==> src/rtl/core/br1bd_pkg.sv <==
`default_nettype none

package br1bd_pkg;

    localparam int CFG_IDX_W  = 3;
    localparam int CFG_DATA_W = 11;
    localparam int POS_W      = 23;
    localparam int PLANE_W    = 4;
    // Packet counts run from 1 to 128.
    localparam int PKT_W      = 8;

    localparam logic [CFG_IDX_W-1:0] REG_ROW_BYTES   = 3'd0;
    localparam logic [CFG_IDX_W-1:0] REG_IMAGE_ROWS  = 3'd1;
    localparam logic [CFG_IDX_W-1:0] REG_PLANE_COUNT = 3'd2;
    localparam logic [CFG_IDX_W-1:0] REG_MASK_PLANE  = 3'd3;
    localparam logic [CFG_IDX_W-1:0] REG_COMPRESSED  = 3'd4;
    localparam logic [CFG_IDX_W-1:0] REG_LAST        = REG_COMPRESSED;

    localparam logic [7:0] HDR_NOOP = 8'h80;

    typedef struct packed {
        logic restart;
        logic accept;
        logic move;
    } t_dp_cmd;

    typedef struct packed {
        logic out_valid;
        logic job_final;
    } t_dp_status;

endpackage

`default_nettype wire

==> src/rtl/core/br1bd_ctrl.sv <==
`default_nettype none

module br1bd_ctrl (
    input  logic                            i_clk,
    input  logic                            i_rst_n,
    input  logic                            i_in_valid,
    input  logic                            i_out_stall,
    input  logic                            i_cfg_we,
    input  logic [br1bd_pkg::CFG_IDX_W-1:0] i_cfg_index,
    input  br1bd_pkg::t_dp_status           i_status,
    output br1bd_pkg::t_dp_cmd              o_cmd,
    output logic                            o_in_stall
);
    import br1bd_pkg::*;

    typedef enum logic [1:0] {
        S_RESTART,
        S_EMPTY,
        S_JOB
    } t_state;

    t_state r_state, n_state;
    logic   cfg_hit;
    logic   move;
    logic   stall;
    logic   accept;

    always_comb begin
        cfg_hit = i_cfg_we && (i_cfg_index <= REG_LAST);
        // The pending results move into the output register whenever it is free.
        move    = (r_state == S_JOB) && (!i_status.out_valid || !i_out_stall);
        stall   = (r_state == S_RESTART) ||
                  ((r_state == S_JOB) && !(move && i_status.job_final));
        accept  = i_in_valid && !stall;

        n_state = r_state;
        if (cfg_hit) begin
            n_state = S_RESTART;
        end else if (accept) begin
            n_state = S_JOB;
        end else if (r_state == S_RESTART) begin
            n_state = S_EMPTY;
        end else if (move && i_status.job_final) begin
            n_state = S_EMPTY;
        end
    end

    always_ff @(posedge i_clk) begin
        if (!i_rst_n) begin
            r_state <= S_RESTART;
        end else begin
            r_state <= n_state;
        end
    end

    assign o_cmd.restart = (r_state == S_RESTART);
    assign o_cmd.accept  = accept;
    assign o_cmd.move    = move;
    assign o_in_stall    = stall;

endmodule

`default_nettype wire

==> src/rtl/core/br1bd_dpath.sv <==
`default_nettype none

module br1bd_dpath #(
    parameter int MAX_ROW_BYTES = 1024,
    parameter int MAX_ROWS      = 1024,
    parameter int MAX_PLANES    = 8
) (
    input  logic                             i_clk,
    input  logic                             i_rst_n,
    input  br1bd_pkg::t_dp_cmd               i_cmd,
    output br1bd_pkg::t_dp_status            o_status,
    input  logic                             i_cfg_we,
    input  logic [br1bd_pkg::CFG_IDX_W-1:0]  i_cfg_index,
    input  logic [br1bd_pkg::CFG_DATA_W-1:0] i_cfg_data,
    input  logic [7:0]                       i_data_byte,
    input  logic                             i_chunk_last,
    input  logic                             i_out_stall,
    output logic                             o_out_valid,
    output logic [7:0]                       o_pixel_first,
    output logic [7:0]                       o_pixel_second,
    output logic [1:0]                       o_pixel_count,
    output logic [br1bd_pkg::POS_W-1:0]      o_write_index,
    output logic                             o_run_last,
    output logic                             o_image_done,
    output logic                             o_corrupt
);
    import br1bd_pkg::*;

    localparam int RLW = $clog2(MAX_ROW_BYTES + 1);
    localparam int RWW = $clog2(MAX_ROWS + 1);
    localparam int CW  = (RLW > PKT_W) ? RLW : PKT_W;
    localparam int RBX = (RLW > CFG_DATA_W) ? RLW : CFG_DATA_W;
    localparam int RWX = (RWW > CFG_DATA_W) ? RWW : CFG_DATA_W;

    typedef enum logic [1:0] {
        PH_HEADER,
        PH_LITERAL,
        PH_RUN
    } t_phase;

    // Configuration registers.
    logic [CFG_DATA_W-1:0] r_row_bytes;
    logic [CFG_DATA_W-1:0] r_image_rows;
    logic [PLANE_W-1:0]    r_plane_count;
    logic                  r_mask_plane;
    logic                  r_compressed;

    // Decoder state.
    t_phase             r_phase, n_phase;
    logic [PKT_W-1:0]   r_packet_left, n_packet_left;
    logic [RLW-1:0]     r_row_left, n_row_left;
    logic               r_pad, n_pad;
    logic [PLANE_W-1:0] r_plane, n_plane;
    logic [RWW-1:0]     r_rows_left, n_rows_left;
    logic [POS_W-1:0]   r_out_pos, n_out_pos;
    logic               r_finished, n_finished;
    logic               r_error, n_error;

    // Results of the last accepted byte that still wait for the output register.
    logic [PKT_W-1:0]   r_job_cnt;
    logic [7:0]         r_job_value;
    logic [POS_W-1:0]   r_job_pos;
    logic               r_job_done;
    logic               r_job_bad;

    // Output register.
    logic               r_out_valid;
    logic [7:0]         r_pix_first;
    logic [7:0]         r_pix_second;
    logic [1:0]         r_pix_count;
    logic [POS_W-1:0]   r_widx;
    logic               r_run_last;
    logic               r_done;
    logic               r_corrupt;

    logic [RLW-1:0]     eff_rb;
    logic [RWW-1:0]     eff_rows;
    logic [PLANE_W-1:0] eff_planes;
    logic [PLANE_W-1:0] planes_tot;
    logic               rs_finished;

    logic               ignored;
    logic [PKT_W-1:0]   hdr_cnt;
    logic [CW:0]        room;
    logic               overrun;
    logic [PKT_W-1:0]   consume;
    logic [CW-1:0]      take;
    logic [CW-1:0]      rl;
    logic [CW-1:0]      d;
    logic [CW-1:0]      rl_new;
    logic               data_row;
    logic [PKT_W-1:0]   emits;
    logic               fin_now;
    logic               pad1;
    logic [PLANE_W-1:0] plane1;
    logic [PKT_W-1:0]   job_step;

    always_comb begin
        eff_rb     = (RBX'(r_row_bytes) > RBX'(MAX_ROW_BYTES)) ?
                     RLW'(MAX_ROW_BYTES) : RLW'(r_row_bytes);
        eff_rows   = (RWX'(r_image_rows) > RWX'(MAX_ROWS)) ?
                     RWW'(MAX_ROWS) : RWW'(r_image_rows);
        eff_planes = (r_plane_count > PLANE_W'(MAX_PLANES)) ?
                     PLANE_W'(MAX_PLANES) : r_plane_count;
        planes_tot = eff_planes + PLANE_W'(r_mask_plane);
        rs_finished = (eff_rb == '0) || (eff_rows == '0) || (eff_planes == '0);
    end

    // One accepted byte: take it raw or decode the header or packet phase, then
    // consume its stored positions. A run never crosses a plane row, since the
    // header check rejects it, so the positions it takes are settled in one step.
    always_comb begin
        n_phase       = r_phase;
        n_packet_left = r_packet_left;
        n_row_left    = r_row_left;
        n_pad         = r_pad;
        n_plane       = r_plane;
        n_rows_left   = r_rows_left;
        n_out_pos     = r_out_pos;
        n_finished    = r_finished;
        n_error       = r_error;

        ignored = r_finished || r_error;
        hdr_cnt = i_data_byte[7] ? (8'd1 - i_data_byte) : (i_data_byte + 8'd1);
        room    = (CW+1)'(r_row_left) + (CW+1)'(r_pad);
        overrun = ((CW+1)'(hdr_cnt) > room);
        consume = '0;

        if (!ignored) begin
            if (!r_compressed) begin
                consume = PKT_W'(1);
            end else begin
                case (r_phase)
                    PH_HEADER: begin
                        if (i_data_byte != HDR_NOOP) begin
                            if (overrun) begin
                                n_error = 1'b1;
                            end else begin
                                n_phase       = i_data_byte[7] ? PH_RUN : PH_LITERAL;
                                n_packet_left = hdr_cnt;
                            end
                        end
                    end
                    PH_LITERAL: begin
                        consume = PKT_W'(1);
                        if (r_packet_left != '0) begin
                            n_packet_left = r_packet_left - PKT_W'(1);
                        end
                        if (r_packet_left <= PKT_W'(1)) begin
                            n_phase = PH_HEADER;
                        end
                    end
                    PH_RUN: begin
                        consume       = r_packet_left;
                        n_packet_left = '0;
                        n_phase       = PH_HEADER;
                    end
                    default: begin
                        n_phase = PH_HEADER;
                    end
                endcase
            end
        end

        take     = CW'(consume);
        rl       = CW'(r_row_left);
        d        = (take < rl) ? take : rl;
        rl_new   = rl - d;
        data_row = (r_plane < eff_planes);
        emits    = data_row ? PKT_W'(d) : '0;
        fin_now  = data_row && (d == rl) && (d != '0) &&
                   (r_plane == eff_planes - PLANE_W'(1)) && (r_rows_left == RWW'(1));
        pad1     = (take > rl) ? 1'b0 : r_pad;
        plane1   = r_plane + PLANE_W'(1);

        if (consume != '0) begin
            n_out_pos = r_out_pos + POS_W'(emits);
            if (fin_now) begin
                n_finished = 1'b1;
                n_row_left = '0;
            end else if ((rl_new == '0) && !pad1) begin
                // Plane row done: step to the next plane, or the next image row
                // after the last plane (the mask plane, if enabled).
                n_row_left = eff_rb;
                n_pad      = eff_rb[0];
                if (plane1 >= planes_tot) begin
                    n_plane = '0;
                    if (r_rows_left != '0) begin
                        n_rows_left = r_rows_left - RWW'(1);
                    end
                end else begin
                    n_plane = plane1;
                end
            end else begin
                n_row_left = RLW'(rl_new);
                n_pad      = pad1;
            end
        end

        job_step = (r_job_cnt > PKT_W'(2)) ? PKT_W'(2) : r_job_cnt;
    end

    always_ff @(posedge i_clk) begin
        if (!i_rst_n) begin
            r_row_bytes   <= CFG_DATA_W'(1);
            r_image_rows  <= CFG_DATA_W'(1);
            r_plane_count <= PLANE_W'(1);
            r_mask_plane  <= 1'b0;
            r_compressed  <= 1'b1;
        end else if (i_cfg_we) begin
            case (i_cfg_index)
                REG_ROW_BYTES:   r_row_bytes   <= i_cfg_data;
                REG_IMAGE_ROWS:  r_image_rows  <= i_cfg_data;
                REG_PLANE_COUNT: r_plane_count <= i_cfg_data[PLANE_W-1:0];
                REG_MASK_PLANE:  r_mask_plane  <= i_cfg_data[0];
                REG_COMPRESSED:  r_compressed  <= i_cfg_data[0];
                default: begin
                end
            endcase
        end
    end

    always_ff @(posedge i_clk) begin
        if (!i_rst_n) begin
            r_phase    <= PH_HEADER;
            r_finished <= 1'b0;
            r_error    <= 1'b0;
        end else if (i_cmd.restart || (i_cmd.accept && i_chunk_last)) begin
            r_phase       <= PH_HEADER;
            r_packet_left <= '0;
            r_row_left    <= eff_rb;
            r_pad         <= eff_rb[0];
            r_plane       <= '0;
            r_rows_left   <= eff_rows;
            r_out_pos     <= '0;
            r_finished    <= rs_finished;
            r_error       <= 1'b0;
        end else if (i_cmd.accept) begin
            r_phase       <= n_phase;
            r_packet_left <= n_packet_left;
            r_row_left    <= n_row_left;
            r_pad         <= n_pad;
            r_plane       <= n_plane;
            r_rows_left   <= n_rows_left;
            r_out_pos     <= n_out_pos;
            r_finished    <= n_finished;
            r_error       <= n_error;
        end
    end

    always_ff @(posedge i_clk) begin
        if (!i_rst_n) begin
            r_out_valid <= 1'b0;
        end else if (i_cmd.move) begin
            r_out_valid <= 1'b1;
        end else if (!i_out_stall) begin
            r_out_valid <= 1'b0;
        end
    end

    // A move takes the oldest pair of the job; a new byte reloads the job at
    // the same edge when the old one has just left.
    always_ff @(posedge i_clk) begin
        if (i_cmd.move) begin
            r_pix_count  <= job_step[1:0];
            r_pix_first  <= (r_job_cnt != '0) ? r_job_value : 8'd0;
            r_pix_second <= (r_job_cnt > PKT_W'(1)) ? r_job_value : 8'd0;
            r_widx       <= r_job_pos;
            r_run_last   <= (r_job_cnt <= PKT_W'(2));
            r_done       <= r_job_done;
            r_corrupt    <= r_job_bad;
        end
        if (i_cmd.accept) begin
            r_job_cnt   <= emits;
            r_job_value <= i_data_byte;
            r_job_pos   <= r_out_pos;
            r_job_done  <= n_finished;
            r_job_bad   <= n_error || (i_chunk_last && !n_finished);
        end else if (i_cmd.move) begin
            r_job_cnt <= r_job_cnt - job_step;
            r_job_pos <= r_job_pos + POS_W'(2);
        end
    end

    assign o_status.out_valid = r_out_valid;
    assign o_status.job_final = (r_job_cnt <= PKT_W'(2));

    assign o_out_valid    = r_out_valid;
    assign o_pixel_first  = r_pix_first;
    assign o_pixel_second = r_pix_second;
    assign o_pixel_count  = r_pix_count;
    assign o_write_index  = r_widx;
    assign o_run_last     = r_run_last;
    assign o_image_done   = r_done;
    assign o_corrupt      = r_corrupt;

endmodule

`default_nettype wire

==> src/rtl/core/byterun1_bitmap_body_decoder_core.sv <==
`default_nettype none

// ByteRun1 bitmap body decoder. Body bytes come in one beat each; every beat
// yields one or more result beats with up to two pixel bytes and their image
// buffer index, the last one flagged by run_last. A header, literal or raw
// byte yields one result beat; a repeat run holds the input until its last
// pair moves, as the output register takes one pair per cycle unless
// the output stalls. After reset and after each write to a known register
// the decoder reloads its row and plane counters with the input stalled.
// Write configuration only while no results are outstanding; any such write,
// and every chunk_last beat, restarts the decoder at the top of the bitmap.
module byterun1_bitmap_body_decoder_core #(
    parameter int MAX_ROW_BYTES = 1024,
    parameter int MAX_ROWS      = 1024,
    parameter int MAX_PLANES    = 8
) (
    input  logic                             i_clk,
    input  logic                             i_rst_n,
    input  logic                             i_in_valid,
    output logic                             o_in_stall,
    input  logic [7:0]                       i_data_byte,
    input  logic                             i_chunk_last,
    output logic                             o_out_valid,
    input  logic                             i_out_stall,
    output logic [7:0]                       o_pixel_first,
    output logic [7:0]                       o_pixel_second,
    output logic [1:0]                       o_pixel_count,
    output logic [br1bd_pkg::POS_W-1:0]      o_write_index,
    output logic                             o_run_last,
    output logic                             o_image_done,
    output logic                             o_corrupt,
    input  logic                             i_cfg_we,
    input  logic [br1bd_pkg::CFG_IDX_W-1:0]  i_cfg_index,
    input  logic [br1bd_pkg::CFG_DATA_W-1:0] i_cfg_data
);
    import br1bd_pkg::*;

    t_dp_cmd    cmd;
    t_dp_status status;

    br1bd_ctrl u_ctrl (
        .i_clk       (i_clk),
        .i_rst_n     (i_rst_n),
        .i_in_valid  (i_in_valid),
        .i_out_stall (i_out_stall),
        .i_cfg_we    (i_cfg_we),
        .i_cfg_index (i_cfg_index),
        .i_status    (status),
        .o_cmd       (cmd),
        .o_in_stall  (o_in_stall)
    );

    br1bd_dpath #(
        .MAX_ROW_BYTES (MAX_ROW_BYTES),
        .MAX_ROWS      (MAX_ROWS),
        .MAX_PLANES    (MAX_PLANES)
    ) u_dpath (
        .i_clk          (i_clk),
        .i_rst_n        (i_rst_n),
        .i_cmd          (cmd),
        .o_status       (status),
        .i_cfg_we       (i_cfg_we),
        .i_cfg_index    (i_cfg_index),
        .i_cfg_data     (i_cfg_data),
        .i_data_byte    (i_data_byte),
        .i_chunk_last   (i_chunk_last),
        .i_out_stall    (i_out_stall),
        .o_out_valid    (o_out_valid),
        .o_pixel_first  (o_pixel_first),
        .o_pixel_second (o_pixel_second),
        .o_pixel_count  (o_pixel_count),
        .o_write_index  (o_write_index),
        .o_run_last     (o_run_last),
        .o_image_done   (o_image_done),
        .o_corrupt      (o_corrupt)
    );

`ifndef SYNTHESIS
    a_status_single: assert property (@(posedge i_clk) disable iff (!i_rst_n)
        (o_out_valid && (o_pixel_count == 2'd0)) |-> o_run_last)
        else $error("status-only beat is not the last beat of its byte");

    a_pairs_full: assert property (@(posedge i_clk) disable iff (!i_rst_n)
        (o_out_valid && !o_run_last) |-> (o_pixel_count == 2'd2))
        else $error("beat before the last one of a run is not a full pair");

    a_run_continues: assert property (@(posedge i_clk) disable iff (!i_rst_n)
        (o_out_valid && !i_out_stall && !o_run_last) |=> o_out_valid)
        else $error("run output paused with pairs still pending");

    a_done_clean: assert property (@(posedge i_clk) disable iff (!i_rst_n)
        (o_out_valid && o_image_done) |-> !o_corrupt)
        else $error("finished bitmap reported as corrupt");
`endif

endmodule

`default_nettype wire

==> config.mk <==
export PLATFORM = sky130hd
export DESIGN_NAME = byterun1_bitmap_body_decoder_core
export DESIGN_NICKNAME = d
export VERILOG_FILES = /design/src/rtl/core/br1bd_pkg.sv /design/src/rtl/core/br1bd_ctrl.sv /design/src/rtl/core/br1bd_dpath.sv /design/src/rtl/core/byterun1_bitmap_body_decoder_core.sv
export SDC_FILE = /design/constraint.sdc
export NUM_CORES = 1
export LEC_CHECK = 0
export BUFFER_PORTS_ARGS = -buffer_cell sky130_fd_sc_hd__buf_4
export CORE_UTILIZATION = 61
export CTS_CLUSTER_SIZE = 30
export DETAILED_ROUTE_END_ITERATION = 10
export HOLD_SLACK_MARGIN = 0.08
export PLACE_DENSITY = 0.81
export SYNTH_ARGS = -nofsm -noshare
export SYNTH_HDL_FRONTEND = slang
export SYNTH_SLANG_ARGS = --single-unit
==> constraint.sdc <==
create_clock -name i_clk -period 6.9 [get_ports i_clk]
set_input_delay 0.345 -clock i_clk [delete_from_list [all_inputs] [get_ports i_clk]]
set_output_delay 0.345 -clock i_clk [all_outputs]
set_load 0.05 [all_outputs]
==> flow_summary_export.csv, run 1 <==
group,metric,value,unit
final_layout,diodes,0,
logic_synthesis,yosysUniqueCellTypes,75,
flow_run,drv_cap,0,
cts,postCtsHoldBufs,0,
worst_setup_path,worstSetupEndpoint,"u_dpath.r_plane[1]$_SDFFCE_PN0P_",
cts,worstSkewPairLatency,0.44,ns
drt,drtIter0Drc,732,
cts,cts-root-buf,"clkbuf_16",
final_layout,synthToLayoutAreaGrowth,13.0,%
drt,viasPerCell,6.07,
logic_synthesis,synth_xor_area_share,6.48,%
worst_setup_path,cp-start-kind,"flip-flop",
floorplan,io-pin-count,74,
worst_setup_path,reg2reg_to,"u_dpath.r_plane[1]$_SDFFCE_PN0P_",
logic_synthesis,synth-main-ff-cell,"edfxtp_1",
worst_setup_path,crit_start,"u_dpath.r_finished$_SDFFE_PN0N_",
global_route,grt_antenna_before_repair,0,
final_layout,layout-drive-gt1-share,12.1,%
logic_synthesis,synth_common_cells,"edfxtp_1, nand2_1, nor2_1",
timing,setup_tns,0,ns
place,place_congestion,0.935,
logic_synthesis,synth_top_family_by_area,"simple AND/OR/NAND/NOR gates",
logic_synthesis,syn_avg_cell_area,10.1,µm²
place,port_buffers,73,
cts,htreeDepth,4,
worst_setup_path,worstPathMaxFanout,11,
logic_synthesis,synth_most_common_cell,"edfxtp_1",
timing,rsz0062_at_grt,"no",
drt,dr.pass1.iters,5,
final_layout,post-route-cell-area,0.0116,mm²
worst_setup_path,cp_data_required_time,7.01,ns
worst_setup_path,path_depth,17,
global_route,grt.overflow.total,0,
hold_path,hold_path_class,"in -> reg",
timing,finalHoldViolCount,0,
logic_synthesis,async_reset_ff_share,0,%
logic_synthesis,synthAdderAreaFrac,7.70,%
worst_setup_path,critical-path-max-stage-delay,0.62,ns
logic_synthesis,netlist.area_leader.share,41.8,%
global_route,grt_max_degree,64,
timing,post-route-period-util,90.2,%
worst_setup_path,path_class,"reg -> reg",
global_route,track_usage,26.5,%
worst_setup_path,slowest_stage,"o21ai_1",
drt,antenna_left,0,
timing,finClkSkew,0.00988,ns
worst_setup_path,cp-end-kind,"flip-flop",
cts,clockBufferDepth,2,
logic_synthesis,ys_seq_area_share,48.7,%
timing,finalSetupViolCount,0,
timing,post-route-min-period,6.22,ns
worst_setup_path,path_cells,"nor2_1 -> and3_1 -> and2_1 -> ha_1 -> a21oi_1 -> o211ai_1 -> o21ai_1 -> buf_4 -> mux2i_1 -> ha_1 -> and3b_1 -> or3_1 -> a221oi_2 -> and4b_1 -> nor4b_2 -> a31oi_1 -> nor2_1",
floorplan,die_h,132,µm
logic_synthesis,synthTopCellsByArea,"edfxtp_1, ha_1, dfxtp_1",
floorplan,row_count,47,
worst_setup_path,ff2ff_path_depth,17,
cts,path_clk_slew,0.07,ns
logic_synthesis,synth_top_area_cell,"edfxtp_1",
logic_synthesis,ys_ff_latch,178,
logic_synthesis,synth-compound-area-share,12.7,%
logic_synthesis,synth_area,0.0103,mm²
floorplan,die-width,132,µm
run_status,status,"finished, final reports clean",
worst_setup_path,path_buf_inv,1,
timing,tightest_slew,1.07,ns
floorplan,start_util,62.1,%
global_route,grt_pass1_wl,36.8,mm
logic_synthesis,synth-simple-area-share,19.8,%
drt,via_count,7988,
drt,wl_per_cell,17.0,µm
drt,drc_errors,0,
cts,cts_resized,0,
logic_synthesis,syn-num-nets,1109,
cts,cts_setup_buffers,0,
floorplan,coreArea,0.0165,mm²
power,power.density,230,mW/mm²
timing,slew_viol_final,0,
timing,slew_headroom,28.6,%
cts,cts_inserted_buffers,17,
power,ir_worst_vdd,188,µV
place,place_hpwl,16.0,mm
worst_setup_path,cp.arrival,6.33,ns
logic_synthesis,synth-edff-count,143,
cts,cts_tree,"done",
timing,fmax,161,MHz
worst_setup_path,r2r_slack,0.68,ns
worst_setup_path,reg2reg_from,"u_dpath.r_finished$_SDFFE_PN0N_",
final_layout,nets,1173,
worst_setup_path,cp_top_family,"simple AND/OR/NAND/NOR gates",
global_route,grt_pass1_vias,7451,
logic_synthesis,muxShareOfSynthArea,1.38,%
drt,wl,22.4,mm
place,placed_cell_area,0.0110,mm²
floorplan,die_area,0.0174,mm²
logic_synthesis,synthCells,1019,
power,leakage,4.27,nW
logic_synthesis,ys_warn_count,0,
cts,clock-sinks,178,
==> worst min-delay path by stage <==
stage,endpoint,slack (ns),cells past startpoint,startpoint
after global routing,u_dpath.r_job_value[6]$_DFFE_PP_,0.13,1,i_data_byte[6]
after floorplan,u_dpath.o_corrupt$_DFFE_PP_,0.40,0,u_dpath.r_job_bad$_DFFE_PP_
after detailed placement,u_dpath.o_write_index[0]$_DFFE_PP_,0.41,0,u_dpath.r_job_pos[0]$_DFFE_PP_
final,u_dpath.r_job_value[6]$_DFFE_PP_,0.14,1,i_data_byte[6]
after global placement,u_dpath.o_write_index[0]$_DFFE_PP_,0.40,0,u_dpath.r_job_pos[0]$_DFFE_PP_
after CTS,u_dpath.r_job_value[6]$_DFFE_PP_,0.14,1,i_data_byte[6]
==> metrics by stage <==
stage | utilization (%) | cells | hold WS, ns | power (mW) | setup slack [ns]
after global routing | 70.2 | 1316 | 0.129 | 2.77 | 0.315
final | 70.2 | 1316 | 0.138 | 2.67 | 0.677
after detailed placement | 66.7 | 1284 | 0.407 | 1.74 | 0.952
after global placement | 66.7 | 1284 | 0.402 | 1.72 | 1.15
after floorplan | - | 1019 | 0.400 | 1.61 | 1.65
after CTS | 70.2 | 1316 | 0.138 | 2.67 | 0.834
==> layout by cell type (no fill, tap or decap), types with 11 or more instances in the layout <==
| cell | Yosys | final |
|---|---|---|
| inv_1 | 49 | 49 |
| clkbuf_16 | 0 | 17 |
| and2_1 | 23 | 23 |
| o21ai_1 | 13 | 13 |
| and3_1 | 19 | 19 |
| edfxtp_1 | 143 | 143 |
| a21boi_0 | 21 | 21 |
| buf_4 | 1 | 79 |
| nor3_1 | 25 | 25 |
| nor2b_1 | 18 | 18 |
| nor2_1 | 80 | 80 |
| o21ai_0 | 45 | 45 |
| mux2i_1 | 13 | 13 |
| nand2_1 | 121 | 121 |
| nor4_1 | 11 | 11 |
| xnor2_1 | 38 | 38 |
| ha_1 | 60 | 60 |
| nand3_1 | 44 | 44 |
| nand4_1 | 15 | 15 |
| dfxtp_1 | 35 | 35 |
| xor2_1 | 38 | 38 |
| nand2b_1 | 12 | 12 |
| a21oi_1 | 39 | 38 |
==> per-layer routing <==
layer  vias to the layer above  track usage [%]  part of all wire, %
li1                       3841                -                    -
met1                      3798             36.6                   45
met2                       298             42.5                   47
met3                        51             3.96                  5.2
met4                         0             10.3                  2.5
met5                         -                0                    0
==> layout make-up <==
| type | instances | area (µm²) |
|---|---|---|
| flip-flops and latches | 178 | 4990 |
| multi-input cells | 756 | 4960 |
| fillers | 1199 | 4920 |
| repair buffers | 79 | 593 |
| clock buffers | 18 | 429 |
| well taps | 220 | 275 |
| inverters | 51 | 191 |
| clock inverters | 14 | 155 |
==> power by group <==
part | internal [mW] | switching [mW] | total [mW]
registers | 1.24 | 0.0685 | 1.31
clock network | 0.509 | 0.437 | 0.946
logic | 0.156 | 0.258 | 0.414
==> cell families after synthesis <==
logic type | Yosys count
adder cells (fa/ha/maj) | 62
multiplexers | 14
buffers and inverters | 85
flip-flops | 178
XOR/XNOR | 76
AO/OA/AOI/OAI | 196
AND/OR/NAND/NOR | 407
other | 1
==> state kept, by name, indices dropped and copies added, names as in the netlist, 2 cells and up <==
register	cells
u_dpath.o_pixel_first	8
u_dpath.r_job_cnt	8
u_dpath.o_pixel_second	8
u_dpath.o_pixel_count	2
u_ctrl.r_state	2
u_dpath.r_row_left	11
u_dpath.r_row_bytes	11
u_dpath.r_rows_left	11
u_dpath.r_image_rows	11
u_dpath.o_write_index	23
u_dpath.r_out_pos	23
u_dpath.r_plane_count	4
u_dpath.r_packet_left	8
u_dpath.r_job_pos	23
u_dpath.r_phase	2
u_dpath.r_job_value	8
u_dpath.r_plane	4
Note: power is estimated with default switching activity, not from simulation.
==> inputs of run 2 (changes only) <==
--- a/config.mk
+++ b/config.mk
@@ -6,6 +6,7 @@
 export NUM_CORES = 1
 export LEC_CHECK = 0
 export BUFFER_PORTS_ARGS = -buffer_cell sky130_fd_sc_hd__buf_4
+export CORE_MARGIN = 2
 export CORE_UTILIZATION = 61
 export CTS_CLUSTER_SIZE = 30
 export DETAILED_ROUTE_END_ITERATION = 10
@@ -13,4 +14,5 @@
 export PLACE_DENSITY = 0.81
 export SYNTH_ARGS = -nofsm -noshare
 export SYNTH_HDL_FRONTEND = slang
+export SYNTH_HIERARCHICAL = 1
 export SYNTH_SLANG_ARGS = --single-unit
==> run 2 against run 1 <==
  * Routed wire length down 5.8%
  * Register-to-register slack worse by 0.06 ns
  * Synthesized cell count up 1.4%
  * Worst hold slack worse by 0.0099 ns
  * Die area up 3.7%
  * Fmax down 0.97%
  * Flip-flop and latch count unchanged
  * Clock power up 4.3%
  * Critical path type unchanged
  * Highest routed layer unchanged
==> flow_summary_export.csv, run 2 <==
group,metric,value,unit
run_status,status,"finished, final reports clean",
logic_synthesis,synth_top_area_cell,"edfxtp_1",
place,place_congestion,0.906,
logic_synthesis,synth-edff-count,143,
worst_setup_path,worstPathMaxFanout,18,
cts,cts_setup_buffers,0,
global_route,track_usage,24.3,%
worst_setup_path,ff2ff_path_depth,21,
timing,holdWs,0.128,ns
flow_run,drv_cap,0,
place,dp_slack,0.635,ns
place,place_hpwl,15.2,mm
worst_setup_path,cp_data_required_time,6.97,ns
cts,clockBufferDepth,2,
logic_synthesis,synthTopCellsByArea,"edfxtp_1, ha_1, dfxtp_1",
floorplan,die-width,134,µm
floorplan,die_h,134,µm
drt,dr.pass1.iters,5,
cts,cts-root-buf,"clkbuf_16",
floorplan,coreArea,0.0166,mm²
logic_synthesis,synth-main-ff-cell,"edfxtp_1",
timing,finalSetupViolCount,0,
final_layout,nets,1181,
final_layout,fin_cells,1322,
timing,post-route-min-period,6.28,ns
worst_setup_path,reg2reg_from,"u_dpath/r_phase[0]$_SDFFE_PP0P_",
timing,rsz0062_at_grt,"no",
logic_synthesis,syn_avg_cell_area,10.0,µm²
power,leakage,4.33,nW
drt,wl,21.1,mm
timing,finalHoldViolCount,0,
worst_setup_path,path_buf_inv,4,
timing,post-route-period-util,91.1,%
logic_synthesis,netlist.area_leader.share,41.6,%
timing,fmax,159,MHz
drt,drc_errors,0,
worst_setup_path,cpMostUsedCell,"inv_1",
logic_synthesis,ys_ff_latch,178,
timing,tightest_slew,1.03,ns
worst_setup_path,cp.arrival,6.36,ns
global_route,grt_pass1_wl,35.0,mm
worst_setup_path,critical-path-max-stage-delay,0.59,ns
final_layout,fin_util,70.2,%
worst_setup_path,reg2reg_to,"u_dpath/r_rows_left[6]$_DFFE_PP_",
global_route,grt_max_degree,76,
global_route,grt_antenna_before_repair,0,
worst_setup_path,path_cells,"inv_1 -> ha_1 -> inv_1 -> o21a_1 -> nor3_1 -> inv_1 -> ha_1 -> nand3b_1 -> a21oi_1 -> o21ai_1 -> o21ai_0 -> ha_1 -> inv_1 -> fa_1 -> xor2_1 -> nor4b_1 -> o211ai_1 -> or4_4 -> or4b_4 -> o21ai_0 -> and3_1",
cts,cts_inserted_buffers,17,
hold_path,hold_path.startpoint,"i_in_valid",
hold_path,hold_path_class,"in -> reg",
worst_setup_path,path_class,"reg -> reg",
final_layout,multi_input_area,0.00501,mm²
logic_synthesis,async_reset_ff_share,0,%
hold_path,whs_path_depth,2,
timing,timing.final.ws_setup,0.616,ns
timing,slew_viol_final,0,
drt,drtIter0Drc,621,
place,post-place-cells,1291,
worst_setup_path,r2r_slack,0.62,ns
drt,antenna_left,0,
logic_synthesis,syn-num-nets,1124,
cts,clock-sinks,178,
final_layout,nFillCells,1235,
timing,slew_headroom,31.0,%
drt,via_count,7652,
final_layout,layout_commonest_cell,"edfxtp_1",
power,power.density,256,mW/mm²
timing,finClkSkew,0.0136,ns
logic_synthesis,synth_common_cells,"edfxtp_1, nand2_1, nor2_1",
worst_setup_path,cp-start-kind,"flip-flop",
cts,htreeDepth,4,
drt,viasPerCell,5.79,
floorplan,die_area,0.0180,mm²
logic_synthesis,synth_most_common_cell,"edfxtp_1",
worst_setup_path,slowest_stage,"or4b_4",
logic_synthesis,ys_warn_count,6,
global_route,grt.overflow.total,0,
global_route,grt_pass1_vias,7236,
cts,cts_tree,"done",
final_layout,seqCellArea,0.00499,mm²
power,ir_worst_vdd,199,µV
logic_synthesis,synth_area,0.0103,mm²
worst_setup_path,cp_top_family,"simple AND/OR/NAND/NOR gates",
timing,setup_tns,0,ns
place,port_buffers,73,
final_layout,diodes,0,
final_layout,final_cell_mix,"edfxtp_1, nand2_1, nor2_1",
logic_synthesis,synthCells,1033,
final_layout,layout-drive-gt1-share,12.3,%
hold_path,worst_hold_path.endpoint,"u_ctrl/r_state[0]$_SDFFE_PP0P_",
logic_synthesis,ys_seq_area_share,48.4,%
floorplan,io-pin-count,74,
worst_setup_path,cp-end-kind,"flip-flop",
floorplan,start_util,62.3,%
cts,path_clk_slew,0.07,ns
cts,worstSkewPairLatency,0.43,ns
floorplan,row_count,47,
drt,wl_per_cell,16.0,µm
final_layout,synthToLayoutAreaGrowth,12.7,%
logic_synthesis,yosysUniqueCellTypes,68,
[run 2: changes by cell type after synthesis, moves of 6 or more]
cell and delta:
nor2b_1 +18, o21ai_0 +13, nor2_1 +10, and3_1 -11, a211oi_1 -6, buf_1 +6
o21a_1 +6, o211ai_1 -6, nand3_1 -8, inv_1 -8, o21ai_1 -6
[run 2: how the worst max path moves through the flow]
stage | startpoint | to | slack, ns | cells after the start
global placement | u_dpath/r_phase[0]$_SDFFE_PP0P_ | u_dpath/r_rows_left[6]$_DFFE_PP_ | 0.88 | 20
CTS | u_dpath/r_phase[0]$_SDFFE_PP0P_ | u_dpath/r_rows_left[10]$_DFFE_PP_ | 0.58 | 21
detailed placement | u_dpath/r_phase[0]$_SDFFE_PP0P_ | u_dpath/r_rows_left[5]$_DFFE_PP_ | 0.63 | 21
global route | u_dpath/r_phase[0]$_SDFFE_PP0P_ | u_dpath/r_rows_left[9]$_DFFE_PP_ | 0.09 | 21
floorplan | u_dpath/r_phase[0]$_SDFFE_PP0P_ | u_dpath/r_rows_left[0]$_DFFE_PP_ | 1.58 | 19
finish | u_dpath/r_phase[0]$_SDFFE_PP0P_ | u_dpath/r_rows_left[6]$_DFFE_PP_ | 0.62 | 21
[run 2: cell families (layout without fill, tap and decap cells)]
logic type                 count (synthesis)  after routing  synth area share (%)
and+or+nand+nor                          417            417                  20.1
AOI/OAI and AO/OA                        193            193                  11.9
DFF                                      178            178                  48.4
buffers and inverters                     84            153                  3.28
xor gates and xnor gates                  80             80                  6.78
adders and majority gates                 63             63                  7.78
muxes                                     17             17                  1.71
other                                      1              1                0.0363
[run 2: area by class of cell]
class / instances / share of cell area (%)
inverter: 42 / 1.35
clock inverter: 14 / 1.51
tap: 220 / 2.37
sequential: 178 / 42.9
clock buffer: 17 / 3.66
timing repair buffer: 80 / 5.16
multi-input combinational: 771 / 43.0
[run 2: metrics by stage]
step | cell area, µm² | power, mW
final | 11600 | 2.98
after global routing | 11600 | 3.11
after CTS | 11600 | 2.99
after detailed placement | 11000 | 2.00
after global placement | 11000 | 1.99
after floorplan | 10300 | 1.83
[run 2: power breakdown]
group	internal, mW	switching [mW]	total [mW]
Clock	0.573	0.414	0.987
Combinational	0.217	0.368	0.585
Sequential	1.31	0.0953	1.41
[run 2: repair_timing]
item	CTS	global route
hold buffers	0	0
endpoints found under the setup margin	0	11
resized for setup	0	1
[run 2: metal layers]
layer	wire, µm	vias up	global-route usage (%)	part of all wire (%)
li1	-	3813	-	-
met1	9420	3585	33.6	45
met2	10100	228	40.1	48
met3	1210	26	3.55	5.8
met4	341	0	7.49	1.6
met5	0	-	0	0
